<file path="config.mk">
export PLATFORM = sky130hd
export DESIGN_NAME = reno_congestion_window_control_core
export DESIGN_NICKNAME = d
export VERILOG_FILES = /design/src/design/rcwc_pkg.sv /design/src/design/reno_congestion_window_control_core.sv
export SDC_FILE = /design/constraint.sdc
export NUM_CORES = 2
export LEC_CHECK = 0
export BUFFER_PORTS_ARGS = -buffer_cell sky130_fd_sc_hd__buf_2
export CORE_MARGIN = 2
export CORE_UTILIZATION = 63
export DETAILED_ROUTE_END_ITERATION = 7
export PLACE_DENSITY = 0.82
export SLEW_MARGIN = 10
export SYNTH_ARGS = -nofsm -noshare
export SYNTH_HDL_FRONTEND = slang
export SYNTH_SLANG_ARGS = --single-unit
</file>
<file path="constraint.sdc">
create_clock -name i_clk -period 16.1 [get_ports i_clk]
set_input_delay 0 -clock i_clk [delete_from_list [all_inputs] [get_ports i_clk]]
set_output_delay 0 -clock i_clk [all_outputs]
set_load 0.03 [all_outputs]
</file>
<file path="src/design/rcwc_pkg.sv">
`default_nettype none

package rcwc_pkg;

    localparam int SEQ_W   = 64;
    localparam int WIN_W   = 11;
    localparam int RTT_W   = 16;
    localparam int RTO_W   = 20;
    localparam int DUP_W   = 3;
    localparam int ACT_W   = 2;
    localparam int CFG_IDX_W  = 2;
    localparam int CFG_DATA_W = 16;

    // Event kinds carried in the input tuser.
    localparam logic [ACT_W-1:0] ACT_RESTART = 2'd0;
    localparam logic [ACT_W-1:0] ACT_TIMEOUT = 2'd1;
    localparam logic [ACT_W-1:0] ACT_ACK     = 2'd2;

    // Configuration register indexes.
    localparam logic [CFG_IDX_W-1:0] CFG_INIT_THRESH  = 2'd0;
    localparam logic [CFG_IDX_W-1:0] CFG_DUP_LIMIT    = 2'd1;
    localparam logic [CFG_IDX_W-1:0] CFG_INIT_RTT     = 2'd2;
    localparam logic [CFG_IDX_W-1:0] CFG_INIT_RTT_DEV = 2'd3;

    localparam logic [WIN_W-1:0] INIT_THRESH_RST  = 11'd64;
    localparam logic [DUP_W-1:0] DUP_LIMIT_RST    = 3'd3;
    localparam logic [RTT_W-1:0] INIT_RTT_RST     = 16'd20;
    localparam logic [RTT_W-1:0] INIT_RTT_DEV_RST = 16'd5;
    localparam logic [RTO_W-1:0] RTO_RST          = 20'd40;

    localparam logic [RTO_W-1:0] RTO_MAX    = 20'hFFFFF;
    localparam logic [DUP_W-1:0] DUP_MAX    = 3'd7;
    localparam logic [WIN_W:0]   FR_INFLATE = 12'd3;

    typedef enum logic [1:0] {
        PH_SLOW_START = 2'd0,
        PH_AVOIDANCE  = 2'd1,
        PH_RECOVERY   = 2'd2
    } t_phase;

    typedef struct packed {
        t_phase                 phase;
        logic [WIN_W-1:0]       cwnd;
        logic [WIN_W-1:0]       ssthresh;
        logic [SEQ_W-1:0]       base;
        logic                   retransmit;
        logic [RTO_W-1:0]       rto;
    } t_snap;

endpackage

`default_nettype wire

</file>
<file path="src/design/reno_congestion_window_control_core.sv">
`default_nettype none

// TCP Reno sender congestion control. Each input word is one event (restart,
// retransmission timeout or ACK with an RTT sample, selected by tuser) and
// yields one output word with the phase, window, threshold, send base, send
// limit, retransmit flag and retransmission timeout after that event. The
// block sustains one word per clock when the output is not stalled: the whole
// state update is done in the single cycle in which a word leaves the input
// register, and the send limit multiply-add is done in the following output
// stage; each result then passes the snapshot and output registers.
// Configuration writes are applied at once; threshold and RTT values take
// effect on the next restart event, the duplicate limit on the next duplicate ACK.
module reno_congestion_window_control_core
    import rcwc_pkg::*;
#(
    parameter int SEGMENT_BYTES = 1400,
    parameter int MAX_WINDOW    = 1024
) (
    input  wire logic                  i_clk,
    input  wire logic                  i_rst_n,

    input  wire logic                  i_cfg_wr_en,
    input  wire logic [CFG_IDX_W-1:0]  i_cfg_index,
    input  wire logic [CFG_DATA_W-1:0] i_cfg_wdata,

    input  wire logic                  i_s_tvalid,
    output logic                       o_s_tready,
    // ack_number [63:0], sample_rtt_ms [79:64]
    input  wire logic [79:0]           i_s_tdata,
    // action [1:0]
    input  wire logic [ACT_W-1:0]      i_s_tuser,

    output logic                       o_m_tvalid,
    input  wire logic                  i_m_tready,
    // phase [1:0], window_segments [12:2], threshold_segments [23:13],
    // base_sequence [87:24], window_limit [151:88], retransmit [152],
    // timeout_ms [172:153], zero fill [175:173]
    output logic [175:0]               o_m_tdata
);

    localparam int WIN_CAP = (MAX_WINDOW < 2047) ? MAX_WINDOW : 2047;
    // Byte distance at and above which the segment count only matters as
    // "at least a full window".
    localparam longint CLAMP_BYTES = longint'(WIN_CAP) * longint'(SEGMENT_BYTES);
    localparam int DIFF_W = $clog2(CLAMP_BYTES);
    localparam int SEG_LOG = $clog2(SEGMENT_BYTES);
    localparam int RECIP_SH = DIFF_W + SEG_LOG;
    localparam longint RECIP =
        ((longint'(1) << RECIP_SH) + longint'(SEGMENT_BYTES) - 1) / longint'(SEGMENT_BYTES);
    localparam int PROD_A = 2 * DIFF_W + 1;
    localparam int PROD_B = RECIP_SH + WIN_W;
    localparam int PROD_W = (PROD_A > PROD_B) ? PROD_A : PROD_B;
    localparam int SEGB_W = $clog2(SEGMENT_BYTES + 1);
    localparam logic [WIN_W-1:0] THRESH_RST_CAP =
        (int'(INIT_THRESH_RST) > WIN_CAP) ? WIN_W'(WIN_CAP) : INIT_THRESH_RST;

    function automatic logic [WIN_W-1:0] f_cap(input logic [WIN_W:0] v);
        logic [WIN_W-1:0] res;
        if (v >= (WIN_W+1)'(WIN_CAP)) begin
            res = WIN_W'(WIN_CAP);
        end else begin
            res = v[WIN_W-1:0];
        end
        return res;
    endfunction

    // Configuration registers.
    logic [WIN_W-1:0] r_cfg_thresh;
    logic [DUP_W-1:0] r_cfg_dup_limit;
    logic [RTT_W-1:0] r_cfg_rtt;
    logic [RTT_W-1:0] r_cfg_rtt_dev;

    always_ff @(posedge i_clk) begin
        if (!i_rst_n) begin
            r_cfg_thresh    <= INIT_THRESH_RST;
            r_cfg_dup_limit <= DUP_LIMIT_RST;
            r_cfg_rtt       <= INIT_RTT_RST;
            r_cfg_rtt_dev   <= INIT_RTT_DEV_RST;
        end else if (i_cfg_wr_en) begin
            unique case (i_cfg_index)
                CFG_INIT_THRESH:  r_cfg_thresh    <= i_cfg_wdata[WIN_W-1:0];
                CFG_DUP_LIMIT:    r_cfg_dup_limit <= i_cfg_wdata[DUP_W-1:0];
                CFG_INIT_RTT:     r_cfg_rtt       <= i_cfg_wdata;
                CFG_INIT_RTT_DEV: r_cfg_rtt_dev   <= i_cfg_wdata;
                default: ;
            endcase
        end
    end

    // Pipeline handshake.
    logic r_s1_valid, r_s2_valid, r_s3_valid;
    logic w_s1_ready, w_s2_ready, w_s3_ready;
    logic w_s1_fire, w_s2_fire;

    assign w_s3_ready = !r_s3_valid || i_m_tready;
    assign w_s2_ready = !r_s2_valid || w_s3_ready;
    assign w_s1_ready = !r_s1_valid || w_s2_ready;
    assign w_s1_fire  = r_s1_valid && w_s2_ready;
    assign w_s2_fire  = r_s2_valid && w_s3_ready;
    assign o_s_tready = w_s1_ready;

    // Input register.
    logic [ACT_W-1:0] r_s1_action;
    logic [SEQ_W-1:0] r_s1_ack;
    logic [RTT_W-1:0] r_s1_sample;

    always_ff @(posedge i_clk) begin
        if (!i_rst_n) begin
            r_s1_valid <= 1'b0;
        end else if (w_s1_ready) begin
            r_s1_valid <= i_s_tvalid;
        end
    end

    always_ff @(posedge i_clk) begin
        if (w_s1_ready && i_s_tvalid) begin
            r_s1_action <= i_s_tuser;
            r_s1_ack    <= i_s_tdata[SEQ_W-1:0];
            r_s1_sample <= i_s_tdata[SEQ_W +: RTT_W];
        end
    end

    // Congestion state.
    t_phase           r_phase,    n_phase;
    logic [WIN_W-1:0] r_cwnd,     n_cwnd;
    logic [WIN_W-1:0] r_ssthresh, n_ssthresh;
    logic [DUP_W-1:0] r_dup,      n_dup;
    // Stays below the largest window, so it never reaches its 11-bit limit.
    logic [WIN_W-1:0] r_avoid,    n_avoid;
    logic [SEQ_W-1:0] r_base,     n_base;
    logic [RTT_W-1:0] r_rtt_est,  n_rtt_est;
    logic [RTT_W-1:0] r_rtt_dev,  n_rtt_dev;
    logic [RTO_W-1:0] r_rto,      n_rto;
    logic             n_retransmit;

    // New-ACK segment count, clamped to the window cap.
    logic [SEQ_W-1:0]  w_diff;
    logic              w_ack_new;
    logic              w_diff_big;
    logic [PROD_W-1:0] w_prod;
    logic [WIN_W-1:0]  w_segs;

    assign w_ack_new  = r_s1_ack > r_base;
    assign w_diff     = r_s1_ack - r_base;
    assign w_diff_big = w_diff >= SEQ_W'(CLAMP_BYTES);
    assign w_prod     = PROD_W'(w_diff[DIFF_W-1:0]) * PROD_W'(RECIP);
    assign w_segs     = w_diff_big ? WIN_W'(WIN_CAP) : w_prod[RECIP_SH +: WIN_W];

    // RTT estimator.
    logic [19:0]      w_est_sum;
    logic [RTT_W-1:0] w_est_new;
    logic [RTT_W-1:0] w_abs_err;
    logic [17:0]      w_dev_sum;
    logic [RTT_W-1:0] w_dev_new;
    logic [RTO_W-1:0] w_rto_new;
    logic [RTO_W:0]   w_rto_dbl;
    logic [RTO_W-1:0] w_rto_restart;

    assign w_est_sum = ({1'b0, r_rtt_est, 3'b000} - 20'(r_rtt_est)) + 20'(r_s1_sample);
    assign w_est_new = w_est_sum[18:3];
    assign w_abs_err = (r_s1_sample >= w_est_new) ? (r_s1_sample - w_est_new)
                                                  : (w_est_new - r_s1_sample);
    assign w_dev_sum = {1'b0, r_rtt_dev, 1'b0} + 18'(r_rtt_dev) + 18'(w_abs_err);
    assign w_dev_new = w_dev_sum[17:2];
    assign w_rto_new = RTO_W'(w_est_new) + {2'b00, w_dev_new, 2'b00};
    assign w_rto_dbl = {r_rto, 1'b0};
    assign w_rto_restart = RTO_W'(r_cfg_rtt) + {2'b00, r_cfg_rtt_dev, 2'b00};

    // Duplicate-ACK bookkeeping in slow start or avoidance.
    logic [DUP_W-1:0] w_dup_inc;
    logic             w_fast_rexmit;
    logic [WIN_W:0]   w_avoid_sum;

    assign w_dup_inc     = (r_dup == DUP_MAX) ? DUP_MAX : r_dup + 1'b1;
    assign w_fast_rexmit = (r_cfg_dup_limit != '0) && (w_dup_inc == r_cfg_dup_limit);
    assign w_avoid_sum   = {1'b0, r_avoid} + {1'b0, w_segs};

    always_comb begin
        n_phase      = r_phase;
        n_cwnd       = r_cwnd;
        n_ssthresh   = r_ssthresh;
        n_dup        = r_dup;
        n_avoid      = r_avoid;
        n_base       = r_base;
        n_rtt_est    = r_rtt_est;
        n_rtt_dev    = r_rtt_dev;
        n_rto        = r_rto;
        n_retransmit = 1'b0;
        unique case (r_s1_action)
            ACT_RESTART: begin
                n_phase    = PH_SLOW_START;
                n_cwnd     = WIN_W'(1);
                n_ssthresh = f_cap({1'b0, r_cfg_thresh});
                n_dup      = '0;
                n_avoid    = '0;
                n_base     = r_s1_ack;
                n_rtt_est  = r_cfg_rtt;
                n_rtt_dev  = r_cfg_rtt_dev;
                n_rto      = w_rto_restart;
            end
            ACT_TIMEOUT: begin
                n_phase      = PH_SLOW_START;
                n_ssthresh   = {1'b0, r_cwnd[WIN_W-1:1]};
                n_cwnd       = WIN_W'(1);
                n_dup        = '0;
                n_retransmit = 1'b1;
                n_rto        = w_rto_dbl[RTO_W] ? RTO_MAX : w_rto_dbl[RTO_W-1:0];
            end
            ACT_ACK: begin
                n_rtt_est = w_est_new;
                n_rtt_dev = w_dev_new;
                n_rto     = w_rto_new;
                if (w_ack_new) begin
                    n_base = r_s1_ack;
                    n_dup  = '0;
                    unique case (r_phase)
                        PH_SLOW_START: begin
                            n_avoid = '0;
                            n_cwnd  = f_cap({1'b0, r_cwnd} + {1'b0, w_segs});
                        end
                        PH_AVOIDANCE: begin
                            if (w_avoid_sum >= {1'b0, r_cwnd}) begin
                                n_cwnd  = f_cap({1'b0, r_cwnd} + 1'b1);
                                n_avoid = '0;
                            end else begin
                                n_avoid = w_avoid_sum[WIN_W-1:0];
                            end
                        end
                        default: begin
                            n_avoid = '0;
                            n_cwnd  = (r_ssthresh > WIN_W'(1)) ? r_ssthresh : WIN_W'(1);
                            n_phase = PH_AVOIDANCE;
                        end
                    endcase
                end else begin
                    unique case (r_phase)
                        PH_SLOW_START, PH_AVOIDANCE: begin
                            if (r_phase == PH_SLOW_START) begin
                                n_avoid = '0;
                            end
                            n_dup = w_dup_inc;
                            if (w_fast_rexmit) begin
                                n_ssthresh   = {1'b0, r_cwnd[WIN_W-1:1]};
                                n_cwnd       = f_cap({2'b00, r_cwnd[WIN_W-1:1]} + FR_INFLATE);
                                n_phase      = PH_RECOVERY;
                                n_retransmit = 1'b1;
                            end
                        end
                        default: begin
                            n_avoid = '0;
                            n_cwnd  = f_cap({1'b0, r_cwnd} + 1'b1);
                        end
                    endcase
                end
                if (n_phase == PH_SLOW_START && n_cwnd >= n_ssthresh) begin
                    n_phase = PH_AVOIDANCE;
                end
            end
            default: ;
        endcase
    end

    always_ff @(posedge i_clk) begin
        if (!i_rst_n) begin
            r_phase    <= PH_SLOW_START;
            r_cwnd     <= WIN_W'(1);
            r_ssthresh <= THRESH_RST_CAP;
            r_dup      <= '0;
            r_avoid    <= '0;
            r_base     <= '0;
            r_rtt_est  <= INIT_RTT_RST;
            r_rtt_dev  <= INIT_RTT_DEV_RST;
            r_rto      <= RTO_RST;
        end else if (w_s1_fire) begin
            r_phase    <= n_phase;
            r_cwnd     <= n_cwnd;
            r_ssthresh <= n_ssthresh;
            r_dup      <= n_dup;
            r_avoid    <= n_avoid;
            r_base     <= n_base;
            r_rtt_est  <= n_rtt_est;
            r_rtt_dev  <= n_rtt_dev;
            r_rto      <= n_rto;
        end
    end

    // Result snapshot of the state after the event.
    t_snap r_s2;

    always_ff @(posedge i_clk) begin
        if (!i_rst_n) begin
            r_s2_valid <= 1'b0;
        end else if (w_s2_ready) begin
            r_s2_valid <= r_s1_valid;
        end
    end

    always_ff @(posedge i_clk) begin
        if (w_s1_fire) begin
            r_s2.phase      <= n_phase;
            r_s2.cwnd       <= n_cwnd;
            r_s2.ssthresh   <= n_ssthresh;
            r_s2.base       <= n_base;
            r_s2.retransmit <= n_retransmit;
            r_s2.rto        <= n_rto;
        end
    end

    // Output stage: send limit is base plus the window in bytes, wrapping.
    logic [WIN_W+SEGB_W-1:0] w_win_bytes;
    logic [SEQ_W-1:0]        w_limit;
    logic [175:0]            r_s3_data;

    assign w_win_bytes = (WIN_W+SEGB_W)'(r_s2.cwnd) * (WIN_W+SEGB_W)'(SEGMENT_BYTES);
    assign w_limit     = r_s2.base + SEQ_W'(w_win_bytes);

    always_ff @(posedge i_clk) begin
        if (!i_rst_n) begin
            r_s3_valid <= 1'b0;
        end else if (w_s3_ready) begin
            r_s3_valid <= r_s2_valid;
        end
    end

    always_ff @(posedge i_clk) begin
        if (w_s2_fire) begin
            r_s3_data <= {3'b000, r_s2.rto, r_s2.retransmit, w_limit, r_s2.base,
                          r_s2.ssthresh, r_s2.cwnd, r_s2.phase};
        end
    end

    assign o_m_tvalid = r_s3_valid;
    assign o_m_tdata  = r_s3_data;

endmodule

`default_nettype wire
</file>
After elaboration in Yosys (flattened, before gate mapping)
Index checks and enable logic that the tools add are counted.
- register bits: 567
- bits of input ports: 105
- output and inout port bits: 178
- logic and storage cells: 136
- $add $sub $neg: 15
- multipliers: 2
- order comparisons: 10
- equality and inequality tests: 10
- mux-type cells: 46
- reductions and logical operators: 27
- operators by type and width (kind ; count):
    2-to-1 mux 11 bit ; 20
    one-hot mux 64 bit (2 select lines) ; 1
    one-hot mux 11 bit (2 select lines) ; 3
    adder 64 x 22 -> 64 bit ; 1
    greater-or-equal comparator 64 x 21 -> 1 bit, second input constant ; 1
    greater-than comparator 64 bit ; 1
    2-to-1 mux 64 bit ; 1
    one-hot mux 16 bit (2 select lines) ; 2
    subtractor 64 bit ; 1
    one-hot mux 20 bit (3 select lines) ; 1
    multiplier 21 x 21 -> 42 bit, second input constant ; 1
    adder 16 x 18 -> 19 bit ; 2
    one-hot mux 11 bit (3 select lines) ; 1
    subtractor 16 bit ; 2
    adder 11 x 11 -> 12 bit ; 2
    greater-or-equal comparator 12 x 11 -> 1 bit, second input constant ; 2
    greater-or-equal comparator 11 bit, second input constant ; 2
    2-to-1 mux 20 bit ; 1
    adder 19 x 16 -> 19 bit ; 1
    multiplier 11 x 8 -> 19 bit, second input constant ; 1
    subtractor 19 x 16 -> 19 bit ; 1
    adder 17 x 16 -> 18 bit ; 1
    adder 18 x 16 -> 18 bit ; 1
    greater-or-equal comparator 16 bit ; 1
    28 further kinds ; 59

Longest topological paths before layout
- depth after elaboration: 13
- gate-level depth with buffers: 63
- depth with buffers taken out: 61

Least setup slack after synthesis
Ideal clock, no wire load.
- path kind: register to register
- start point: reg r_s1_ack[0]
- end point: reg r_phase[0]
- setup time: 0.116 ns
- arrival time: 13.077 ns
- required time: 15.984 ns
- setup slack: 2.906 ns
- cell stages (with the launch flop): 60
- clock period less this slack: 13.194 ns
- path through: edfxtp_1 > inv_1 > ha_1 > fa_1 > nor2b_1 > o2111ai_1 > nand3_1 > nand2_1 > o21ai_0 > a31o_2 > xor2_1 > ha_1 > inv_1 > fa_1 > fa_1 > inv_1 > fa_1 > fa_1 > (+24 left out) > ha_1 > a211oi_1 > o2111a_1 > clkbuf_1 > mux2_2 > a22o_1 > mux4_2 > ha_1 > a21o_1 > a21o_1 > a21o_1 > a21o_1 > a21o_1 > a21oi_1 > o211ai_1 > and3_1 > o21a_1 > a31o_2
- word-level cells in the longest chain between the ends: 13
- elaborated cells between the ends (all ways): 23
- those cells by class: add/sub (3); mul (1); order compare (5); mux (12); reduce/logical (2)
- RTL lines (item ; line ; source):
    start: declaration ; reno_congestion_window_control_core.sv:104 ; logic [SEQ_W-1:0] r_s1_ack;
    start signal: assignment ; reno_congestion_window_control_core.sv:118 ; r_s1_ack <= i_s_tdata[SEQ_W-1:0];
    subtractor 64 bit ; reno_congestion_window_control_core.sv:144 ; assign w_diff = r_s1_ack - r_base;
    multiplier 21 x 21 -> 42 bit or greater-or-equal comparator 64 x 21 -> 1 bit (tied branches) ; reno_congestion_window_control_core.sv:146, reno_congestion_window_control_core.sv:145 ;
    2-to-1 mux 11 bit ; reno_congestion_window_control_core.sv:147 ; assign w_segs = w_diff_big ? WIN_W'(WIN_CAP) : w_prod[RECIP_SH +: WIN_W];
    adder 11 x 11 -> 12 bit (on tied branches) ; reno_congestion_window_control_core.sv:176, reno_congestion_window_control_core.sv:219 ;
    greater-or-equal comparator 12 x 11 -> 1 bit (on tied branches) ; reno_congestion_window_control_core.sv:222, reno_congestion_window_control_core.sv:59 ;
    2-to-1 mux 11 bit (on tied branches) ; reno_congestion_window_control_core.sv:222, reno_congestion_window_control_core.sv:59 ;
    one-hot mux 11 bit (2 select lines) ; reno_congestion_window_control_core.sv:216 ; unique case (r_phase)
    2-to-1 mux 11 bit ; reno_congestion_window_control_core.sv:213 ; if (w_ack_new) begin
    2-to-1 mux 11 bit ; reno_congestion_window_control_core.sv:189 ; unique case (r_s1_action)
    greater-or-equal comparator 11 bit ; reno_congestion_window_control_core.sv:255 ; if (n_phase == PH_SLOW_START && n_cwnd >= n_ssthresh) begin
    logical AND 1 bit ; reno_congestion_window_control_core.sv:255 ;
    2-to-1 mux 2 bit * ; reno_congestion_window_control_core.sv:255 ;
    one-hot mux 2 bit (2 select lines) * ; reno_congestion_window_control_core.sv:189 ;
    named net n_phase[0] ; reno_congestion_window_control_core.sv:124 ; t_phase r_phase, n_phase;
    end signal: assignment ; reno_congestion_window_control_core.sv:275 ; r_phase <= n_phase;
    end: declaration ; reno_congestion_window_control_core.sv:124 ;
Mark *: on every way through the listed nets, which the timed path passes. The rest lies on a longest branch. The select of a mux whose other input is x is not followed.
A chain may end at the register's enable or synchronous reset.

Final worst setup path
Ends and elaborated chain as after synthesis.

==> reports/metrics.cfg <==
[sta]
post-route-period-util_pct=93.3
period_minus_slack_ps=15020
fin_skew_ps=67.1
fmax_ghz=0.0666
worst_pin_slew_ps=1200
setup_viol=0
final_hold_viol_count=0
fin_tns_setup_ps=0
slew_headroom_pct=18.2
rsz0062_at_grt=false
maxSlewViolCount=0

[critical_path]
worstPathMaxFanout=16
critPathRequiredTime_ps=16640
worst-endpoint-arrival_ps=15550
critical_path.max_stage_delay_ps=1010
cp-start-kind=register
crit_slowest_cell=a2111oi_0
criticalPathCategory=reg2reg
crit_path_end_kind=register
cpMostUsedCell=fa_1

[grt]
grt_max_degree=98
antenna_found_initial=5
grt_pass1_wl_um=192000
grt_pass1_vias=34300
grt_use_total_pct=34.2
overflow=0

[placement]
gp_congestion=1.00
dpl.hpwl_um=94200
io_buffers=279

[detailed_routing]
drtIter0Drc=3508
routedWlPerCell_um=21.7
via_per_inst=6.11
firstDrtPassIters=6
via_count=35200
ant_nets=0
drt-total-wl_um=125000
drc=0

[yosys]
yosysMostFrequentCell=inv_1
yosys.area.top_type=edfxtp_1
synth_edf_count=361
synth.avg_cell_area_sq_um=9.89
yosysUniqueCellTypes=93
synth-seq-cells=564
synth_commonest_cells=inv_1 (665), ha_1 (458), edfxtp_1 (361)
ys_top_cells_by_area=edfxtp_1 (25%), fa_1 (13%), ha_1 (13%), dfxtp_1 (9.2%), inv_1 (5.7%)
synthCells=4460
synth_top_area_share_pct=24.6
synthFlopType=edfxtp_1
ys_seq_area_share_pct=33.8
synth.cell_area_sq_um=44100
yosysWarningCount=0
synthArstFlopShare_pct=0

[cts]
clock_path_buffers=3
cts-root-buf=clkbuf_16
ctsResizeCount=0
cts_made_buffers=59
cts_setup_buffers=0
htree_levels=2
clk_pin_slew_worst_paths_ps=70
cts_sinks=564
clock_latency_ps=680
tritoncts=done

[layout]
drive_above_1_share_pct=10.0
syn2layout_area_growth_pct=12.3
nFillCells=5051
seq_area_sq_um=14900
multi_input_area_sq_um=26000
fin_nets=5618
utilization_pct=71.1

[run]
cap_violations=0

[floorplanning]
die_h_um=269
rows=97
io_pins=283
die-area_sq_um=72200
coreArea_sq_um=69700
start_util_pct=63.3
die_x_um=269

[status]
status=finished, final reports clean

[min_path]
worstHoldPathType=in2reg

layer usage:
metal | wire length [um] | GRT usage [%] | part of all wire [%] | up-vias
met1 | 51100 | 45.9 | 41 | 17000
met5 | 32 | 0 | 0.026 | -
li1 | - | - | - | 16200
met3 | 10500 | 6.24 | 8.4 | 292
met4 | 4650 | 12.0 | 3.7 | 4
met2 | 58800 | 56.1 | 47 | 1611
layout by cell type, fill, tap and decap left out, types with 61 or more instances in the layout:
cell type      synthesis  final
nand3_1               78     78
dlygate4sd3_1          0    108
dfxtp_1              203    203
buf_2                  4    279
o21ai_0              145    145
nor3_1                61     61
a22o_1                70     70
fa_1                 297    297
ha_1                 458    457
xnor2_1              153    153
a21oi_1              274    274
nor2_1               287    286
a32oi_1               65     65
a21o_1                77     77
edfxtp_1             361    361
nand2_1              288    288
inv_1                665    664
through the flow:
| step | instances | worst slack, ps | area (sq um) | hold WS, ps |
|---|---|---|---|---|
| 6_report | 5753 | 1080 | 49500 | 29.4 |
| 5_1_grt | 5750 | 237 | 49500 | 23.3 |
| 4_1_cts | 5748 | 1140 | 49500 | 9.73 |
| 3_5_place_dp | 5528 | 1220 | 46300 | 178 |
| 3_3_place_gp | 5528 | 1520 | 46300 | 177 |
| 2_1_floorplan | 4462 | 2910 | 44100 | 98.9 |
layout make-up:
cell class                      count  area share, %
Clock buffer                       70           3.19
Sequential cell                   564           30.1
Tap cell                          940           2.37
Clock inverter                     42           1.18
Antenna cell                        4         0.0202
Multi-Input combinational cell   3047           52.6
Inverter                          667           5.08
Timing Repair Buffer              419           5.49
logic make-up after synthesis:
family / Yosys count / synth area share, %
AO/OA/AOI/OAI: 1039 / 16.2
flip-flops: 564 / 33.8
AND/OR/NAND/NOR: 959 / 10.1
other: 1 / 0.00850
XOR/XNOR: 213 / 4.23
multiplexers: 77 / 1.84
buffers and inverters: 851 / 7.34
adder cells (fa/ha/maj): 756 / 26.5
repair_timing:
action                                  4_1_cts  5_1_grt
endpoints found under the hold margin       138        0
endpoints found under the setup margin        0        0
hold buffers                                108        0
sequential cells by signal, indices dropped and copies added (netlist names), 16 cells and up:
register and cells:
o_m_tdata 170, r_s2 109, r_base 64, r_s1_ack 64, r_rto 20, r_cfg_rtt 16
r_cfg_rtt_dev 16, r_rtt_dev 16, r_rtt_est 16, r_s1_sample 16
worst paths after layout:
check	startpoint	to	cells past startpoint	slack [ps]
setup / recovery	r_s1_ack[0]	r_phase[0]	56	1080
hold / removal	i_s_tdata[10]	r_s1_ack[10]	2	30
setup reg to reg	r_s1_ack[0]	r_phase[0]	56	1080
hold reg to reg	r_s2[22]	o_m_tdata[89]	0	420
worst max-delay path, delay by kind of cell (launching register included):
family / cells / cell delay, ps
buffers and inverters: 6 / 640
AO/OA/AOI/OAI: 26 / 5700
multiplexers: 2 / 830
XOR/XNOR: 3 / 930
flip-flops: 1 / 380
AND/OR/NAND/NOR: 6 / 1100
adder cells (fa/ha/maj): 13 / 5340
Power is not shown: default switching activity piles up to over one toggle a cycle in this logic, so the estimate is an artifact.
